## src/rtl/core/bfs_pkg.sv

```systemverilog
// Shared constants, types and codes of the bilinear feature sampler.
`default_nettype none
package bfs_pkg;

  // Feature store geometry.
  localparam int HEIGHT   = 32;
  localparam int WIDTH    = 32;
  localparam int FRAMES   = 4;
  localparam int CHANNELS = 32;

  // At most this many results per sample beat.
  localparam int MAX_OUT  = 32;
  localparam int NCH_MAX  = (CHANNELS < MAX_OUT) ? CHANNELS : MAX_OUT;

  // Configuration port.
  localparam int CFG_W     = 6;
  localparam int CFG_IDX_W = 2;
  localparam logic [CFG_IDX_W-1:0] REG_ACTIVE_WIDTH    = 2'd0;
  localparam logic [CFG_IDX_W-1:0] REG_ACTIVE_HEIGHT   = 2'd1;
  localparam logic [CFG_IDX_W-1:0] REG_ACTIVE_CHANNELS = 2'd2;
  localparam logic [CFG_W-1:0]     CFG_RESET           = 6'd32;

  // Request kinds carried in in_tuser.
  localparam logic REQ_WRITE  = 1'b0;
  localparam logic REQ_SAMPLE = 1'b1;

  // Integer coordinates, rows, columns and channel indexes are handled at this width.
  localparam int CRD_W = 8;

  // Store address split: the row and column parities pick one of four banks.
  localparam int ROW_W      = $clog2(HEIGHT);
  localparam int COL_W      = $clog2(WIDTH);
  localparam int FRM_W      = (FRAMES > 1) ? $clog2(FRAMES) : 1;
  localparam int CHN_W      = (CHANNELS > 1) ? $clog2(CHANNELS) : 1;
  localparam int BANK_AW    = (ROW_W - 1) + (COL_W - 1) + FRM_W + CHN_W;
  localparam int BANK_DEPTH = 1 << BANK_AW;
  localparam int NBANK      = 4;

  // Arithmetic widths.
  localparam int VAL_W  = 16;
  localparam int WGT_W  = 17;
  localparam int PROD_W = VAL_W + WGT_W + 1;
  localparam int SUM_W  = PROD_W + 2;
  localparam int FRAC_W = 8;

  // Stream payloads.
  localparam int OCH_W       = 5;
  localparam int IN_TDATA_W  = 72;
  localparam int OUT_TDATA_W = 24;

  typedef enum logic [1:0] {
    ST_IDLE,
    ST_ISSUE,
    ST_DRAIN
  } ctl_state_t;

  typedef struct packed {
    logic             wr;
    logic             load;
    logic             issue;
    logic [OCH_W-1:0] ch;
  } ctl_cmd_t;

  typedef struct packed {
    logic adv;
    logic nch_zero;
    logic last_ch;
    logic pipe_busy;
  } ctl_status_t;

endpackage
`default_nettype wire

```

## src/rtl/core/bfs_ctrl.sv

```systemverilog
// Controller of the sampler: input handshake and per-channel issue sequence.
`default_nettype none
module bfs_ctrl (
  input  wire logic                 clk,
  input  wire logic                 rst_n,
  input  wire logic                 in_tvalid,
  input  wire logic                 req_type,
  output logic                      in_tready,
  output bfs_pkg::ctl_cmd_t         cmd,
  input  wire bfs_pkg::ctl_status_t st
);
  import bfs_pkg::*;

  ctl_state_t       state_r, state_nxt;
  logic [OCH_W-1:0] ch_r, ch_nxt;

  always_ff @(posedge clk) begin
    if (!rst_n) begin
      state_r <= ST_IDLE;
      ch_r    <= '0;
    end else begin
      state_r <= state_nxt;
      ch_r    <= ch_nxt;
    end
  end

  always_comb begin
    state_nxt = state_r;
    ch_nxt    = ch_r;
    cmd       = '0;
    cmd.ch    = ch_r;
    in_tready = 1'b0;
    unique case (state_r)
      ST_IDLE: begin
        in_tready = 1'b1;
        if (in_tvalid) begin
          if (req_type == REQ_WRITE) begin
            cmd.wr = 1'b1;
          end else begin
            cmd.load = 1'b1;
            ch_nxt   = '0;
            // With no active channels a sample gives no beats at all.
            if (!st.nch_zero) begin
              state_nxt = ST_ISSUE;
            end
          end
        end
      end
      ST_ISSUE: begin
        cmd.issue = 1'b1;
        if (st.adv) begin
          if (st.last_ch) begin
            state_nxt = ST_DRAIN;
          end else begin
            ch_nxt = ch_r + 1'b1;
          end
        end
      end
      ST_DRAIN: begin
        // The weights stay in use until the last read has been multiplied.
        if (!st.pipe_busy) begin
          state_nxt = ST_IDLE;
        end
      end
      default: begin
        state_nxt = ST_IDLE;
      end
    endcase
  end

endmodule
`default_nettype wire

```

## config.mk

```make
export PLATFORM = sky130hd
export DESIGN_NAME = bfs_ctrl
export DESIGN_NICKNAME = d
export VERILOG_FILES = /design/src/rtl/core/bfs_pkg.sv /design/src/rtl/core/bfs_ctrl.sv
export SDC_FILE = /design/constraint.sdc
export NUM_CORES = 1
export LEC_CHECK = 0
export BUFFER_PORTS_ARGS = -buffer_cell sky130_fd_sc_hd__buf_2
export CORE_AREA = 2 2 39 41
export DETAILED_ROUTE_END_ITERATION = 16
export DIE_AREA = 0 0 41 43
export PLACE_DENSITY = 0.63
export SYNTH_ARGS = -nofsm -noshare
export SYNTH_HDL_FRONTEND = slang
export SYNTH_SLANG_ARGS = --single-unit
```

## constraint.sdc

```tcl
create_clock -name clk -period 3.8 [get_ports clk]
set_clock_uncertainty 0.1 [all_clocks]
set_input_delay 0.95 -clock clk [delete_from_list [all_inputs] [get_ports clk]]
set_output_delay 0.95 -clock clk [all_outputs]
set_load 0.01 [all_outputs]
```

==> flow_metrics.env, run 1 <==
export IMPL_status="completed"
export IMPL_grt_max_degree=11
export IMPL_tightest_slew_ns=0.392
export IMPL_post_synth_top_cells="sky130_fd_sc_hd__dfxtp_1 (7), sky130_fd_sc_hd__nand3_1 (4)"
export IMPL_globalplace_congestion=0.735
export IMPL_critical_path_cell_chain="buf_2 > nand4bb_1 > inv_1 > buf_2"
export IMPL_layout_area_overhead_vs_synth_pct=29.5
export IMPL_synthesis_yosys_warnings=0
export IMPL_fp_dieH_um=43
export IMPL_slew_limit_headroom_pct=73.7
export IMPL_cp_start_kind="primary input"
export IMPL_post_detailed_routing_wire_length_um=825
export IMPL_worst_setup_hold_path_clk_slew_ns=0.05
export IMPL_cts_made_buffers=3
export IMPL_worstPathRequired_ns=2.75
export IMPL_clock_latency_on_the_worst_skew_pair_ns=0.25
export IMPL_ys_seq_area_share_pct=35.9
export IMPL_antenna_cells=0
export IMPL_global_route_usage_total_pct=10.9
export IMPL_holdCritPathClass="reg -> reg"
export IMPL_placement_rows=14
export IMPL_coreArea_sq_um=1380
export IMPL_post_synth_top_area_fraction_pct=35.9
export IMPL_drt_initial_drc_count=8
export IMPL_synthesized_area_sq_um=390
export IMPL_grt_pass1_vias=335
export IMPL_synth_compound_gate_area_share_pct=13.8
export IMPL_power_static_leakage_nw=0.237
export IMPL_dp_worst_setup_slack_ns=1.11
export IMPL_synth_edff_count=0
export IMPL_cp_max_fo=10
export IMPL_cts_resized=0
export IMPL_synth_ff_type="sky130_fd_sc_hd__dfxtp_1"
export IMPL_synth_largest_area_cell="sky130_fd_sc_hd__dfxtp_1"
export IMPL_period_needed_ns=2.70
export IMPL_wire_length_of_the_first_global_routing_pass_um=1280
export IMPL_antenna_left=0
export IMPL_hpwlAfterDp_um=653
export IMPL_cp_data_arrival_time_ns=1.65
export IMPL_synth_fp_nets=54
export IMPL_cts_tree="built"
export IMPL_grt_ovf=0
export IMPL_timing_final_ws_setup_ns=1.10
export IMPL_htree_num_levels=1
export IMPL_final_setup_tns_ns=0
export IMPL_grt_setup_unrepaired="false"
export IMPL_worstPathBufferInverterCount=3
export IMPL_timing_worst_setup_path_type="in -> out"
export IMPL_timing_final_hold_violations=0
export IMPL_post_synth_inst_count=45
export IMPL_worst_ir_drop_vdd_v=0.000136
export IMPL_floorplan_initialDensity_pct=28.2
export IMPL_ys_ff_latch=7
export IMPL_design_portCount=17
export IMPL_synth_top_family_by_area="simple AND/OR/NAND/NOR gates"
export IMPL_synth_adder_area_share_pct=3.21
export IMPL_avgSynthCellArea_sq_um=8.67
export IMPL_hold_buffers=0
export IMPL_wire_per_inst_um=10.4
export IMPL_power_density_nw_per_um2=317
export IMPL_sort_of_element_at_the_end_of_the_critical_path="output port"
export IMPL_muxShareOfSynthArea_pct=5.13
export IMPL_drv_max_cap_violation_count=0
export IMPL_path_delay_family="buffers and inverters"
export IMPL_remaining_drc_errors=0
export IMPL_synth_most_common_cell="sky130_fd_sc_hd__dfxtp_1"
export IMPL_port_buffers=16
export IMPL_detailedRoute_firstPassIterationCount=4
export IMPL_ctsLongestPathBuffers=2
export IMPL_setup_viol=0
export IMPL_critPathMostFrequentCell="sky130_fd_sc_hd__buf_2"
export IMPL_fin_util_pct=36.5
export IMPL_yosys_area_share_xor_xnor_pct=2.24
export IMPL_yosysUniqueCellTypes=23
export IMPL_floorplan_die_area_sq_um=1760
export IMPL_vias_per_cell=4.92
export IMPL_synth_top_cells_by_area="sky130_fd_sc_hd__dfxtp_1 (36%), sky130_fd_sc_hd__nand3b_1 (5.8%), sky130_fd_sc_hd__nand4bb_1 (5.8%)"
export IMPL_post_layout_nonfiller_instances=79
export IMPL_vias=389
export IMPL_final_fill_count=155
export IMPL_ys_async_sr_fraction_pct=0
export IMPL_cts_repair_timing_setup_buffer_count=0
export IMPL_max_freq_mhz=370
export IMPL_cts_root_buffer="sky130_fd_sc_hd__clkbuf_4"
export IMPL_dp_cells=75
export IMPL_synth_simple_area_share_pct=34.0
export IMPL_die_width_um=41
export IMPL_number_of_antenna_violations_at_the_first_check_in_global_routing=0
export IMPL_layout_worst_path_cycle_share_pct=71.1
export IMPL_slowest_delay_ns=0.34
export IMPL_max_slew_violation_count=0
export IMPL_cpMaxStageDelayCell="sky130_fd_sc_hd__nand4bb_1"
export IMPL_proportion_of_layout_cells_with_a_drive_suffix_above_1_pct=30.2
export IMPL_finish_net_count=73
export IMPL_numClockSinks=7
final timing paths:
check | cells past startpoint | end | startpoint | slack, ns
max | 4 | cmd[6] | req_type | 1.10
min | 2 | ch_r[4]$_SDFFE_PN0P_ | ch_r[4]$_SDFFE_PN0P_ | 0.38
max reg2reg | 3 | ch_r[1]$_SDFFE_PN0P_ | state_r[0]$_SDFFE_PN0P_ | 2.32
min reg2reg | 2 | ch_r[4]$_SDFFE_PN0P_ | ch_r[4]$_SDFFE_PN0P_ | 0.38
worst min-delay path: stages, from the launching register on:
cell                      delay [ns]
sky130_fd_sc_hd__dfxtp_1        0.31
sky130_fd_sc_hd__nand3_1        0.06
sky130_fd_sc_hd__mux2i_1        0.06
flip-flops by register name, indices dropped and copies added, names as in the netlist:
register / count
ch_r: 5
state_r: 2
power breakdown:
part	internal (mW)	switching (mW)
Combinational	0.00850	0.00926
Clock	0.0400	0.0269
Sequential	0.0743	0.00126
layout make-up:
class	count	area (sq um)	area share [%]
inverters	3	11.3	2.23
well taps	16	20.0	3.96
clock buffers	4	26.3	5.20
repair buffers	16	80.1	15.8
flip-flops and latches	7	140	27.7
multi-input cells	33	228	45.0
layout by cell type (no fill, tap or decap):
cell type / count
sky130_fd_sc_hd__buf_2: 16
sky130_fd_sc_hd__dfxtp_1: 7
sky130_fd_sc_hd__nand3_1: 4
sky130_fd_sc_hd__inv_1: 3
sky130_fd_sc_hd__nand3b_1: 3
sky130_fd_sc_hd__a21oi_1: 3
sky130_fd_sc_hd__and3_1: 3
sky130_fd_sc_hd__clkbuf_4: 3
sky130_fd_sc_hd__nor2_1: 2
sky130_fd_sc_hd__nand4bb_1: 2
sky130_fd_sc_hd__nand2_1: 2
sky130_fd_sc_hd__mux2i_1: 2
sky130_fd_sc_hd__o21a_1: 2
sky130_fd_sc_hd__or2b_1: 1
sky130_fd_sc_hd__nor4b_1: 1
sky130_fd_sc_hd__o22ai_1: 1
sky130_fd_sc_hd__and2_1: 1
sky130_fd_sc_hd__nor3_1: 1
sky130_fd_sc_hd__o31a_1: 1
sky130_fd_sc_hd__xnor2_1: 1
sky130_fd_sc_hd__a2bb2oi_1: 1
sky130_fd_sc_hd__nor2b_1: 1
sky130_fd_sc_hd__ha_1: 1
sky130_fd_sc_hd__clkbuf_1: 1
cells by family (layout without fill, tap and decap cells):
kind of cell               Yosys count  count (layout)
and+or+nand+nor                     21              21
muxes                                2               2
AOI/OAI and AO/OA                    8               8
DFF                                  7               7
buffers and inverters                5              23
adders and majority gates            1               1
xor gates and xnor gates             1               1
metal layers:
layer / wire, um / GRT usage [%] / vias to the layer above
met1: 399 / 14.6 / 177
met4: 0 / 8.00 / 0
met3: 64 / 3.14 / 0
met5: 0 / 0 / -
li1: - / - / 199
met2: 361 / 14.1 / 13
stage by stage:
| stage | power (mW) | cell area (sq um) | hold slack, ns |
|---|---|---|---|
| finish | 0.160 | 505 | 0.379 |
| global route | 0.169 | 505 | 0.408 |
| CTS | 0.164 | 505 | 0.379 |
| detailed placement | 0.0950 | 479 | 0.371 |
| global placement | 0.0946 | 479 | 0.371 |
| floorplan | 0.0876 | 390 | 0.398 |
Note: power is estimated with default switching activity, not from simulation.
==> run 2, diff against run 1 <==
==> constraint.sdc (replaced) <==
create_clock -name clk -period 2.85 [get_ports clk]
set_clock_uncertainty 0.1 [all_clocks]
set_input_delay 0.7125 -clock clk [delete_from_list [all_inputs] [get_ports clk]]
set_output_delay 0.7125 -clock clk [all_outputs]
set_load 0.01 [all_outputs]
==> run 2 against run 1 <==
  * Register-to-register slack got worse by 0.81 ns
  * Global-route usage fell by 0.10 points
  * Wire length fell by 2.2%
  * Combinational power rose by 38%
==> flow_metrics.env, run 2 (synthesized netlist as in run 1, its figures left out) <==
export IMPL_timing_worst_setup_path_type="in -> out"
export IMPL_met3WireLength_um=67
export IMPL_dr_max_layer_used="met4"
export IMPL_finish_net_count=74
export IMPL_post_detailed_routing_wire_length_um=807
export IMPL_ctsLongestPathBuffers=2
export IMPL_status="completed"
export IMPL_coreArea_sq_um=1380
export IMPL_setup_viol=0
export IMPL_fp_dieH_um=43
export IMPL_largest_register_ffs=5
export IMPL_remaining_drc_errors=0
export IMPL_placement_rows=14
export IMPL_final_setup_tns_ns=0
export IMPL_hp_start="ch_r[4]$_SDFFE_PN0P_"
export IMPL_wire_per_inst_um=10.1
export IMPL_detailedRoute_firstPassIterationCount=3
export IMPL_holdPathStages=2
export IMPL_vias_per_cell=4.75
export IMPL_drv_max_cap_violation_count=0
export IMPL_grt_setup_unrepaired="false"
export IMPL_cp_start_kind="primary input"
export IMPL_drt_initial_drc_count=2
export IMPL_routed_wl_met2_um=319
export IMPL_slew_limit_headroom_pct=84.6
export IMPL_sort_of_element_at_the_end_of_the_critical_path="output port"
export IMPL_globalplace_congestion=0.743
export IMPL_grt_pass1_vias=319
export IMPL_grt_max_degree=11
export IMPL_cts_root_buffer="sky130_fd_sc_hd__clkbuf_4"
export IMPL_vias=380
export IMPL_worst_ir_drop_vdd_v=0.000177
export IMPL_tightest_slew_ns=0.228
export IMPL_grt_ovf=0
export IMPL_numClockSinks=7
export IMPL_max_slew_violation_count=0
export IMPL_hpwlAfterDp_um=617
export IMPL_power_density_nw_per_um2=416
export IMPL_timing_final_hold_violations=0
export IMPL_antenna_left=0
export IMPL_floorplan_initialDensity_pct=28.2
export IMPL_layout_worst_path_cycle_share_pct=73.0
export IMPL_dp_worst_setup_slack_ns=0.784
export IMPL_worst_setup_hold_path_clk_slew_ns=0.05
export IMPL_cts_made_buffers=3
export IMPL_htree_num_levels=1
export IMPL_hold_buffers=0
export IMPL_period_needed_ns=2.08
export IMPL_antenna_cells=0
export IMPL_dp_cells=76
export IMPL_rrSetupSlack_ns=1.51
export IMPL_cp_data_arrival_time_ns=1.27
export IMPL_port_buffers=16
export IMPL_cts_tree="built"
export IMPL_power_static_leakage_nw=0.241
export IMPL_worst_r2r_cell_count=4
export IMPL_max_freq_mhz=480
export IMPL_number_of_antenna_violations_at_the_first_check_in_global_routing=0
export IMPL_clock_latency_on_the_worst_skew_pair_ns=0.25
export IMPL_floorplan_die_area_sq_um=1760
export IMPL_most_common_layout_cells="sky130_fd_sc_hd__buf_2 (16), sky130_fd_sc_hd__dfxtp_1 (7), sky130_fd_sc_hd__nand3_1 (4)"
export IMPL_cts_resized=0
export IMPL_post_layout_nonfiller_instances=80
export IMPL_cts_repair_timing_setup_buffer_count=0
export IMPL_die_width_um=41
export IMPL_worst_hold_path_endpoint="ch_r[4]$_SDFFE_PN0P_"
export IMPL_worst_r2r_endpoint="ch_r[2]$_SDFFE_PN0P_"
export IMPL_holdCritPathClass="reg -> reg"
export IMPL_layout_area_overhead_vs_synth_pct=31.4
export IMPL_top_register="ch_r"
export IMPL_proportion_of_layout_cells_with_a_drive_suffix_above_1_pct=31.3
export IMPL_design_portCount=17
export IMPL_layout_top_registers="ch_r (5), state_r (2)"
export IMPL_layout_cells_most_common="sky130_fd_sc_hd__buf_2"
export IMPL_met1Wirelength_um=404
export IMPL_worst_r2r_startpoint="ch_r[0]$_SDFFE_PN0P_"
export IMPL_cp_max_fo=10
export IMPL_global_route_usage_total_pct=10.8
export IMPL_timing_final_ws_setup_ns=0.769
export IMPL_wire_length_of_the_first_global_routing_pass_um=1260
export IMPL_worstPathRequired_ns=2.04
run 2: layout make-up:
type / instances / area, sq um
Sequential cell: 7 / 140
Timing Repair Buffer: 17 / 87.6
Tap cell: 16 / 20.0
Inverter: 3 / 11.3
Fill cell: 154 / 871
Multi-Input combinational cell: 33 / 228
Clock buffer: 4 / 26.3
run 2: per-layer routing:
layer	global-route usage (%)	vias up
met4	8.00	0
li1	-	202
met3	3.14	2
met2	12.5	13
met5	0	-
met1	15.9	163
run 2: worst max-delay path by stage:
| stage | from | endpoint | slack [ns] |
|---|---|---|---|
| final | req_type | cmd[6] | 0.77 |
| after global routing | req_type | cmd[6] | 0.72 |
| after floorplan | req_type | cmd[7] | 0.89 |
| after CTS | req_type | cmd[6] | 0.77 |
| after global placement | req_type | cmd[6] | 0.78 |
| after detailed placement | req_type | cmd[6] | 0.78 |
run 2: report_power, final:
group | switching (mW) | internal (mW) | leakage [nW]
Combinational | 0.0123 | 0.0124 | 0.170
Sequential | 0.00171 | 0.0991 | 0.0565
Clock | 0.0348 | 0.0533 | 0.0150
Total | 0.0488 | 0.165 | 0.241
run 2: stage by stage:
stage / power [mW] / utilization [%] / hold WS [ns] / cell area (sq um)
6_report: 0.214 / 37.1 / 0.379 / 513
5_1_grt: 0.227 / 37.1 / 0.417 / 513
4_1_cts: 0.218 / 37.1 / 0.385 / 513
3_5_place_dp: 0.127 / 35.2 / 0.371 / 487
3_3_place_gp: 0.127 / 35.2 / 0.370 / 487
2_1_floorplan: 0.117 / - / 0.398 / 390
run 2: critical path: stages:
cell and delay (ns):
sky130_fd_sc_hd__buf_2 0.10, sky130_fd_sc_hd__nand4bb_1 0.11, sky130_fd_sc_hd__buf_4 0.18, sky130_fd_sc_hd__inv_1 0.05, sky130_fd_sc_hd__buf_2 0.11
